## src/sv/xsr_pkg.sv

```systemverilog
// shared constants and state type of the bounded xoshiro256** generator
// no dependencies
package xsr_pkg;

  localparam int unsigned WordW = 64;
  localparam int unsigned NumWords = 4;
  localparam int unsigned CntW = $clog2(WordW);
  localparam int unsigned WordIdxW = $clog2(NumWords);

  localparam logic [WordW-1:0] GoldenStep = 64'h9e3779b97f4a7c15;
  localparam logic [WordW-1:0] MixMulA = 64'hbf58476d1ce4e5b9;
  localparam logic [WordW-1:0] MixMulB = 64'h94d049bb133111eb;
  localparam int unsigned XsShift = 17;
  localparam int unsigned XsRot = 45;

  typedef enum logic [3:0] {
    ST_SEED_ADD,
    ST_MUL_A,
    ST_XOR27,
    ST_MUL_B,
    ST_XOR31,
    ST_IDLE,
    ST_LIMIT,
    ST_DRAW,
    ST_MUL9,
    ST_CMP,
    ST_MOD,
    ST_OUT
  } state_e;

  function automatic logic [WordW-1:0] rotl(input logic [WordW-1:0] v, input int unsigned r);
    return (v << r) | (v >> (WordW - r));
  endfunction

endpackage

```

## src/sv/xoshiro256ss_bounded_rng.sv

```systemverilog
// xoshiro256** generator with unbiased bounded draws and splitmix64 seeding
// depends on xsr_pkg and xsr_div
// bound 0: the draw is taken whole, with no division; bound != 0: two passes of the
//   bit-serial remainder unit (limit, then remainder), plus a redraw per rejection
// one item at a time; a transfer is taken once the result is in the output register
// reset and each seed write run a seeding pass, no transfer taken meanwhile
module xoshiro256ss_bounded_rng import xsr_pkg::*; (
  input  logic             clk_i,
  input  logic             rst_ni,
  input  logic             in_valid_i,
  output logic             in_stall_o,
  input  logic [WordW-1:0] bound_i,
  output logic             out_valid_o,
  input  logic             out_stall_i,
  output logic [WordW-1:0] value_o,
  input  logic             cfg_valid_i,
  output logic             cfg_ready_o,
  input  logic [WordW-1:0] cfg_data_i
);

  state_e state_q, state_d;

  logic [WordW-1:0]    acc_q;
  logic [WordIdxW-1:0] word_q;
  logic [CntW-1:0]     cnt_q;
  logic [WordW-1:0]    z_q, p_q, k_q;
  logic [WordW-1:0]    gen_q [NumWords];
  logic [WordW-1:0]    bound_q, limit_q, mul5_q, v_q, res_q;
  logic                out_valid_q;
  logic [WordW-1:0]    value_q;

  logic             in_xfer, cfg_xfer, out_free, out_load;
  logic             div_start, div_done;
  logic [WordW-1:0] div_num, div_den, div_rem;
  logic [WordW-1:0] acc_next, mix27, mix31, rot5;

  assign in_xfer = in_valid_i && !in_stall_o;
  assign cfg_xfer = cfg_valid_i && cfg_ready_o;
  assign out_free = !out_valid_q || !out_stall_i;
  assign acc_next = acc_q + GoldenStep;
  assign mix27 = p_q ^ (p_q >> 27);
  assign mix31 = p_q ^ (p_q >> 31);
  assign rot5 = rotl(mul5_q, 7);

  // next state
  always_comb begin
    state_d = state_q;
    unique case (state_q)
      ST_SEED_ADD: state_d = ST_MUL_A;
      ST_MUL_A:    if (cnt_q == CntW'(WordW - 1)) state_d = ST_XOR27;
      ST_XOR27:    state_d = ST_MUL_B;
      ST_MUL_B:    if (cnt_q == CntW'(WordW - 1)) state_d = ST_XOR31;
      ST_XOR31: begin
        state_d = (word_q == WordIdxW'(NumWords - 1)) ? ST_IDLE : ST_SEED_ADD;
      end
      ST_IDLE: begin
        priority if (cfg_xfer) begin
          state_d = ST_SEED_ADD;
        end else if (in_xfer) begin
          state_d = (bound_i == '0) ? ST_DRAW : ST_LIMIT;
        end
      end
      ST_LIMIT:    if (div_done) state_d = ST_DRAW;
      ST_DRAW:     state_d = ST_MUL9;
      ST_MUL9:     state_d = ST_CMP;
      ST_CMP: begin
        priority if (bound_q == '0) begin
          state_d = ST_OUT;
        end else if (v_q < limit_q) begin
          state_d = ST_DRAW;
        end else begin
          state_d = ST_MOD;
        end
      end
      ST_MOD:      if (div_done) state_d = ST_OUT;
      ST_OUT:      if (out_free) state_d = ST_IDLE;
      default:     state_d = ST_IDLE;
    endcase
  end

  // control outputs
  always_comb begin
    in_stall_o = (state_q != ST_IDLE) || cfg_valid_i;
    cfg_ready_o = (state_q == ST_IDLE);
    out_load = (state_q == ST_OUT) && out_free;
    div_start = 1'b0;
    div_num = v_q;
    div_den = bound_q;
    unique case (state_q)
      ST_IDLE: begin
        div_start = in_xfer && (bound_i != '0);
        div_num = '0 - bound_i;
        div_den = bound_i;
      end
      ST_CMP:  div_start = (bound_q != '0) && !(v_q < limit_q);
      default: div_start = 1'b0;
    endcase
  end

  xsr_div u_div (
    .clk_i      (clk_i),
    .rst_ni     (rst_ni),
    .start_i    (div_start),
    .dividend_i (div_num),
    .divisor_i  (div_den),
    .done_o     (div_done),
    .rem_o      (div_rem)
  );

  always_ff @(posedge clk_i or negedge rst_ni) begin
    if (!rst_ni) begin
      state_q <= ST_SEED_ADD;
      acc_q <= '0;
      word_q <= '0;
      cnt_q <= '0;
      out_valid_q <= 1'b0;
    end else begin
      state_q <= state_d;
      if (cfg_xfer) begin
        acc_q <= cfg_data_i;
        word_q <= '0;
      end
      unique case (state_q)
        ST_SEED_ADD: begin
          acc_q <= acc_next;
          cnt_q <= '0;
        end
        ST_MUL_A, ST_MUL_B: cnt_q <= cnt_q + 1'b1;
        ST_XOR27: cnt_q <= '0;
        ST_XOR31: word_q <= word_q + 1'b1;
        default: cnt_q <= cnt_q;
      endcase
      if (out_load) begin
        out_valid_q <= 1'b1;
      end else if (!out_stall_i) begin
        out_valid_q <= 1'b0;
      end
    end
  end

  always_ff @(posedge clk_i) begin
    unique case (state_q)
      ST_SEED_ADD: begin
        z_q <= acc_next ^ (acc_next >> 30);
        p_q <= '0;
        k_q <= MixMulA;
      end
      ST_MUL_A, ST_MUL_B: begin
        // shift-add multiply, one multiplier bit per cycle
        p_q <= p_q + (k_q[0] ? z_q : '0);
        z_q <= z_q << 1;
        k_q <= k_q >> 1;
      end
      ST_XOR27: begin
        z_q <= mix27;
        p_q <= '0;
        k_q <= MixMulB;
      end
      ST_XOR31: begin
        gen_q[0] <= gen_q[1];
        gen_q[1] <= gen_q[2];
        gen_q[2] <= gen_q[3];
        gen_q[3] <= mix31;
      end
      ST_IDLE: begin
        if (in_xfer) begin
          bound_q <= bound_i;
          limit_q <= '0;
        end
      end
      ST_LIMIT: if (div_done) limit_q <= div_rem;
      ST_DRAW: begin
        mul5_q <= gen_q[1] + (gen_q[1] << 2);
        gen_q[0] <= gen_q[0] ^ gen_q[3] ^ gen_q[1];
        gen_q[1] <= gen_q[1] ^ gen_q[2] ^ gen_q[0];
        gen_q[2] <= gen_q[2] ^ gen_q[0] ^ (gen_q[1] << XsShift);
        gen_q[3] <= rotl(gen_q[3] ^ gen_q[1], XsRot);
      end
      ST_MUL9: v_q <= rot5 + (rot5 << 3);
      ST_CMP:  if (bound_q == '0) res_q <= v_q;
      ST_MOD:  if (div_done) res_q <= div_rem;
      ST_OUT:  if (out_free) value_q <= res_q;
      default: res_q <= res_q;
    endcase
  end

  assign out_valid_o = out_valid_q;
  assign value_o = value_q;

endmodule

```

## src/sv/xsr_div.sv

```systemverilog
// bit-serial restoring remainder unit, one quotient bit per cycle
// depends on xsr_pkg
module xsr_div import xsr_pkg::*; (
  input  logic             clk_i,
  input  logic             rst_ni,
  input  logic             start_i,
  input  logic [WordW-1:0] dividend_i,
  input  logic [WordW-1:0] divisor_i,
  output logic             done_o,
  output logic [WordW-1:0] rem_o
);

  logic            busy_q, busy_d;
  logic            done_q, done_d;
  logic [CntW-1:0] cnt_q, cnt_d;
  logic [WordW:0]  rem_q, rem_d;
  logic [WordW-1:0] num_q, num_d;
  logic [WordW-1:0] den_q, den_d;
  logic [WordW:0]  rem_sh;
  logic [WordW+1:0] diff;

  always_comb begin
    rem_sh = {rem_q[WordW-1:0], num_q[WordW-1]};
    diff = {1'b0, rem_sh} - {2'b00, den_q};
    busy_d = busy_q;
    done_d = 1'b0;
    cnt_d = cnt_q;
    rem_d = rem_q;
    num_d = num_q;
    den_d = den_q;
    if (start_i) begin
      busy_d = 1'b1;
      cnt_d = '0;
      rem_d = '0;
      num_d = dividend_i;
      den_d = divisor_i;
    end else if (busy_q) begin
      num_d = num_q << 1;
      rem_d = diff[WordW+1] ? rem_sh : diff[WordW:0];
      cnt_d = cnt_q + 1'b1;
      if (cnt_q == CntW'(WordW - 1)) begin
        busy_d = 1'b0;
        done_d = 1'b1;
      end
    end
  end

  always_ff @(posedge clk_i or negedge rst_ni) begin
    if (!rst_ni) begin
      busy_q <= 1'b0;
      done_q <= 1'b0;
      cnt_q <= '0;
    end else begin
      busy_q <= busy_d;
      done_q <= done_d;
      cnt_q <= cnt_d;
    end
  end

  always_ff @(posedge clk_i) begin
    rem_q <= rem_d;
    num_q <= num_d;
    den_q <= den_d;
  end

  assign done_o = done_q;
  assign rem_o = rem_q[WordW-1:0];

endmodule

```

## config.mk

```make
export PLATFORM = sky130hd
export DESIGN_NAME = xoshiro256ss_bounded_rng
export DESIGN_NICKNAME = d
export VERILOG_FILES = /design/src/sv/xsr_pkg.sv /design/src/sv/xoshiro256ss_bounded_rng.sv /design/src/sv/xsr_div.sv
export SDC_FILE = /design/constraint.sdc
export NUM_CORES = 2
export LEC_CHECK = 0
export BUFFER_PORTS_ARGS = -buffer_cell sky130_fd_sc_hd__clkbuf_2
export CAP_MARGIN = 15
export CORE_ASPECT_RATIO = 0.8
export CORE_MARGIN = 2
export CORE_UTILIZATION = 45
export DETAILED_ROUTE_END_ITERATION = 7
export MAX_ROUTING_LAYER = met4
export PLACE_DENSITY = 0.69
export SLEW_MARGIN = 30
export SYNTH_ARGS = -nofsm -noshare
export SYNTH_HDL_FRONTEND = slang
export SYNTH_SLANG_ARGS = --single-unit
```

## constraint.sdc

```tcl
create_clock -name clk_i -period 26.6 [get_ports clk_i]
set_input_delay 7.98 -clock clk_i [delete_from_list [all_inputs] [get_ports clk_i]]
set_output_delay 7.98 -clock clk_i [all_outputs]
set_load 0.005 [all_outputs]
```

### Yosys cells after proc, flatten, opt, wreduce, memory -nomap -nowiden

Memory sizes are Yosys's and may differ from the RTL's.
Cells that the tools add are included.

| word-level totals | value |
|---|---|
| bits of input ports | 133 |
| output and inout port bits | 67 |
| register bits | 853 |
| memories | 1 |
| memory bits (writable) | 256 |

| operators by class | value |
|---|---|
| $add $sub $neg | 9 |
| reduce and logical (&&, ||, !) cells | 30 |
| equality and inequality tests | 24 |
| muxes and demuxes | 50 |
| $lt $le $gt $ge | 1 |
| bitwise gates (word level) | 16 |

Memories:

| memory | words | bits a word | rd ports | clocked after memory_dff | write ports | RTL line | source |
|---|---|---|---|---|---|---|---|
| gen_q | 4 | 64 | 4 | 0 | 4 | xoshiro256ss_bounded_rng.sv:27 | `logic [WordW-1:0] gen_q [NumWords];` |

Operators with widths:

| operator | number |
|---|---|
| two-way mux 64 bit | 15 |
| XOR 64 bit | 7 |
| one-hot mux 64 bit (2 select lines) | 3 |
| one-hot mux 64 bit (3 select lines) | 2 |
| adder 64 bit | 3 |
| logical NOT 64 bit | 2 |
| nonzero test 64 bit | 2 |
| subtractor 65 x 64 -> 66 bit | 1 |
| adder 64 bit (second input constant) | 1 |
| < comparator 64 bit | 1 |
| bitwise OR 64 x 45 -> 64 bit | 1 |
| bitwise OR 64 x 7 -> 64 bit | 1 |
| subtractor 1 x 64 -> 64 bit (first input constant) | 1 |
| XOR 64 x 33 -> 64 bit | 1 |
| XOR 64 x 34 -> 64 bit | 1 |
| XOR 64 x 37 -> 64 bit | 1 |
| one-hot mux 4 bit (12 select lines) | 1 |
| two-way mux 4 bit | 9 |
| == test 4 x 3 -> 1 bit (second input constant) | 4 |
| == test 4 bit (second input constant) | 4 |
| two-way mux 1 bit | 13 |
| adder 6 x 1 -> 6 bit (second input constant) | 2 |
| == test 6 bit (second input constant) | 2 |
| two-way mux 6 bit | 2 |
| 23 further kinds | 50 |

### Depth between registers and ports, before layout

| logic depth | value |
|---|---|
| word-level depth | 7 |
| depth in mapped cells | 16 |
| gate-level depth less buffers | 15 |

### Modules after synthesis

Synthesis repeated with hierarchy kept, for this count alone.

| second synthesis, totals | value |
|---|---|
| cells, all modules | 6484 |
| area total of the unflattened synthesis | 66631.4 um2 |

Modules (own cells, without submodules):

| module | cells each | times used | sequential area each (um2) | area each (um2) |
|---|---|---|---|---|
| xoshiro256ss_bounded_rng | 5281 | 1 | 26910.8 | 54746.3 |
| xsr_div | 1203 | 1 | 5325.1 | 11885.1 |

### Worst setup path after synthesis

Ideal clock, no wire load.

| timing | value |
|---|---|
| kind | register to register |
| from | register state_q[1] |
| to | memory gen_q[0][0] (enable) |
| arrival | 18.266 ns |
| path slack | 7.148 ns |
| setup time | 1.186 ns |
| buffers on the path | 3 |
| stages on the path, launching flop included | 6 |
| data required time | 25.414 ns |
| path through | dfrtp_1 -> clkbuf_1 -> nor2b_1 -> clkbuf_1 -> clkbuf_1 -> nor3_1 |

RTL lines:

| element | RTL line | source |
|---|---|---|
| from (decl) | xoshiro256ss_bounded_rng.sv:21 | `state_e state_q, state_d;` |
| from (signal assigned) | xoshiro256ss_bounded_rng.sv:118 | `state_q <= state_d;` |
| to (decl) | xoshiro256ss_bounded_rng.sv:27 |  |

### Worst setup path in the final report

| timing | value |
|---|---|
| from | input cfg_valid_i |
| to | output in_stall_o |

| on the way | value |
|---|---|
| longest elaborated chain between the ends | 1 |

RTL lines:

| element | RTL line | source |
|---|---|---|
| from (decl) | xoshiro256ss_bounded_rng.sv:16 | `input logic cfg_valid_i,` |
| logical OR 1 bit | xoshiro256ss_bounded_rng.sv:83 | `in_stall_o = (state_q != ST_IDLE) \|\| cfg_valid_i;` |
| to (decl) | xoshiro256ss_bounded_rng.sv:11 | `output logic in_stall_o,` |

No other way between the ends.

==> results.yml <==
die:
  start_util_pct: 45.2
  dieArea_um2: 151000
  row_count: 126
  die_w_um: 434
  core_area_um2: 147000
  die_h_um: 348
  io_pins: 200
placed_design:
  port_buffers: 199
  dp_hpwl_mm: 137
  place.gp.congestion: 0.958
cts:
  post_cts_resized: 0
  clock_latency_ns: 0.77
  cts_root_buf: "clkbuf_16"
  post-cts-setup-buffers: 0
  postCtsHoldBufs: 0
  cts_made_buffers: 117
  cts_tree: "built"
  clk_pin_slew_ns: 0.06
  cts_sinks: 1109
  cts_buffer_depth: 3
  cts_max_level: 3
synth:
  synth_async_sr_flop_share_pct: 7.66
  synth_top_cell_area_share_pct: 43.4
  synth_common_cells: "960 x edfxtp_1, 874 x nand2_1, 472 x xnor2_1, 441 x o21ai_0, 416 x nor2_1"
  synth_edf_count: 960
  yosysMostFrequentCell: "edfxtp_1"
  ys.flop_type: "edfxtp_1"
  synth_cell_type_count: 89
  synth_seq_cells: 1109
  syn-instance-count: 6483
  synth_seq_area_share_pct: 48.5
  syn_area_um2: 66500
  yosys_warnings: 0
  syn_avg_cell_area_um2: 10.3
  syn-num-nets: 6936
  synthTopCellsByArea: "edfxtp_1 43%, xnor2_1 6.2%, ha_1 5.9%"
  yosysTopAreaCell: "edfxtp_1"
setup_path:
  crit_buf_inv: 3
  worst-path-stages: 4
  cp-startpoint: "cfg_valid_i"
  critPathMaxStageDelay_ns: 0.12
  cp-end-kind: "output port"
  path_max_fanout: 5
  rr_endpoint: "u_div.num_q[15]$_DFFE_PP_"
  cp-endpoint: "in_stall_o"
  cp.arrival_ns: 8.44
  crit_chain: "clkbuf_2 > nor2_1 > inv_1 > clkbuf_2"
  slowest_stage: "clkbuf_2"
  path_class: "input port to output port"
  r2r_start: "v_q[29]$_DFFE_PP_"
  required_ns: 18.62
  crit_top_cell: "clkbuf_2"
  crit_family: "buffers and inverters"
  r2r_cells: 14
  startpoint_type: "input port"
  reg2reg_slack_ns: 20.43
power:
  irDropWorstVdd_uv: 55.4
  seq_power_share_pct: 50.5
  power.density_nw_per_um2: 58.3
  p_leak_uw: 0.0279
  p_switching_uw: 1190
  power_frac_comb_pct: 11.6
  power.total_uw: 4260
  p_int_uw: 3070
  pwr-share-clk_pct: 38.0
  switching_share_pct: 28.0
timing:
  setup_violations: 0
  tightest_slew_ns: 0.951
  skew_ns: 0.0439
  drv_slew: 0
  hold_viol: 0
  period_needed_ns: 16.42
  period_share_pct: 61.7
  timing.setup.tns_ns: 0
  grt_setup_unrepaired: "no"
  fmax_mhz: 60.9
  relSlewSlack_pct: 36.1
drt:
  vias: 50300
  post_drt_via_cell_ratio: 5.82
  wire_per_inst_um: 21.8
  drt_iter0_markers: 5351
  detail-route-antenna-nets: 0
  dr.pass1.iters: 6
  drc_errors: 0
  routed_wl_mm: 188
global_routing:
  grt_use_total_pct: 25.1
  grt_antenna_before_repair: 10
  overflow: 0
  grt_pass1_vias: 47500
  grt_max_degree: 188
  grt_pass1_wl_mm: 286
finish:
  areaGrowthSynthToFinish_pct: 10.1
  largest_register_ffs: 256
  final_util_pct: 49.8
  top_register: "gen_q"
  drive_gt1_share_pct: 9.38
  fin_nets: 7005
  nFillCells: 13200
outcome:
  run_status: "finished clean"
run:
  cap_viol_max_count: 0
hold_path:
  hold_path_class: "register to register"
[metrics by stage]
stage,cell area [µm²],cells,setup slack [ns],hold slack (ns)
after global routing,73200,8643,10.15,0.423
after detailed placement,69400,8415,10.18,0.405
after floorplan,66500,6483,7.15,0.400
after global placement,69400,8415,10.15,0.400
after CTS,73100,8634,10.18,0.419
final,73200,8649,10.18,0.416
[layout by cell type (no fill, tap or decap), drive strengths merged, types with 19 or more instances in the layout]
cell and count:
dfxtp 64, xor2 399, inv 238, nand2b 44
o21ai 450, xnor2 472, mux2 131, or2 19
a21o 160, or3 42, nor4 54, and3 118
nor2 416, a221o 50, a22oi 57, nor3 100
ha 316, clkbuf 355, nand4 65, a21oi 355
edfxtp 960, nand3 73, a211oi 67, nor2b 48
o211ai 35, and2 79, dfrtp 85, buf 48
o31ai 32, mux2i 27, clkinv 43, nand2 874
o21bai 42, a31oi 41, o21a 39
[logic make-up (layout without fill, tap and decap cells)]
logic type	after synthesis	in the layout	share of synthesized area, %
adder cells (fa/ha/maj)	320	320	6.07
flip-flops	1109	1109	48.5
other	0	13	0
buffers and inverters	527	696	3.00
XOR/XNOR	871	871	11.5
AO/OA/AOI/OAI	1502	1502	14.4
multiplexers	158	158	2.63
AND/OR/NAND/NOR	1996	1996	13.9
[worst reg2reg max path: stages, from the launching register on]
cell	delay (ns)
edfxtp_1	0.55
ha_1	0.38
nand4_1	0.11
nor2_1	0.23
nand2_1	0.21
nor3_1	0.56
o21ai_0	0.47
a211oi_1	0.65
o31a_1	0.29
nor2b_1	0.22
a22oi_2	0.07
buf_4	0.28
inv_6	0.59
buf_4	0.87
mux2_2	0.43
[final cells by class]
class / count / area, µm² / share of cell area, %
flip-flops and latches: 1109 / 32200 / 44.0
clock buffers: 157 / 3200 / 4.37
inverters: 231 / 887 / 1.21
well taps: 1984 / 2480 / 3.39
multi-input cells: 4847 / 32400 / 44.3
diodes: 13 / 32.5 / 0.0444
clock inverters: 62 / 512 / 0.699
repair buffers: 246 / 1420 / 1.95
[power groups by stage]
stage               Combinational (µW)  Sequential, µW  Clock (µW)
floorplan                          345            2070           0
global placement                   480            2180           0
detailed placement                 486            2180           0
CTS                                490            2140        1640
global route                       539            2150        1700
finish                             494            2150        1620
[routing by layer]
layer / share of wire [%] / global-route usage (%) / vias up
li1: - / - / 23600
met1: 45 / 35.6 / 24600
met2: 44 / 37.0 / 1869
met3: 7.8 / 4.04 / 284
met4: 2.7 / 6.91 / 0
met5: 0 / - / -
[worst min-delay path by stage]
| stage | from | endpoint | slack [ns] | cells after the start |
|---|---|---|---|---|
| final | res_q[4]$_DFFE_PP_ | value_o[4]$_DFFE_PP_ | 0.42 | 0 |
| after global routing | res_q[1]$_DFFE_PP_ | value_o[1]$_DFFE_PP_ | 0.42 | 0 |
| after CTS | res_q[5]$_DFFE_PP_ | value_o[5]$_DFFE_PP_ | 0.42 | 0 |
| after detailed placement | res_q[27]$_DFFE_PP_ | value_o[27]$_DFFE_PP_ | 0.40 | 0 |
| after global placement | res_q[40]$_DFFE_PP_ | value_o[40]$_DFFE_PP_ | 0.40 | 0 |
| after floorplan | res_q[0]$_DFFE_PP_ | value_o[0]$_DFFE_PP_ | 0.40 | 0 |
No activity file was read; power rests on OpenSTA's default activity.
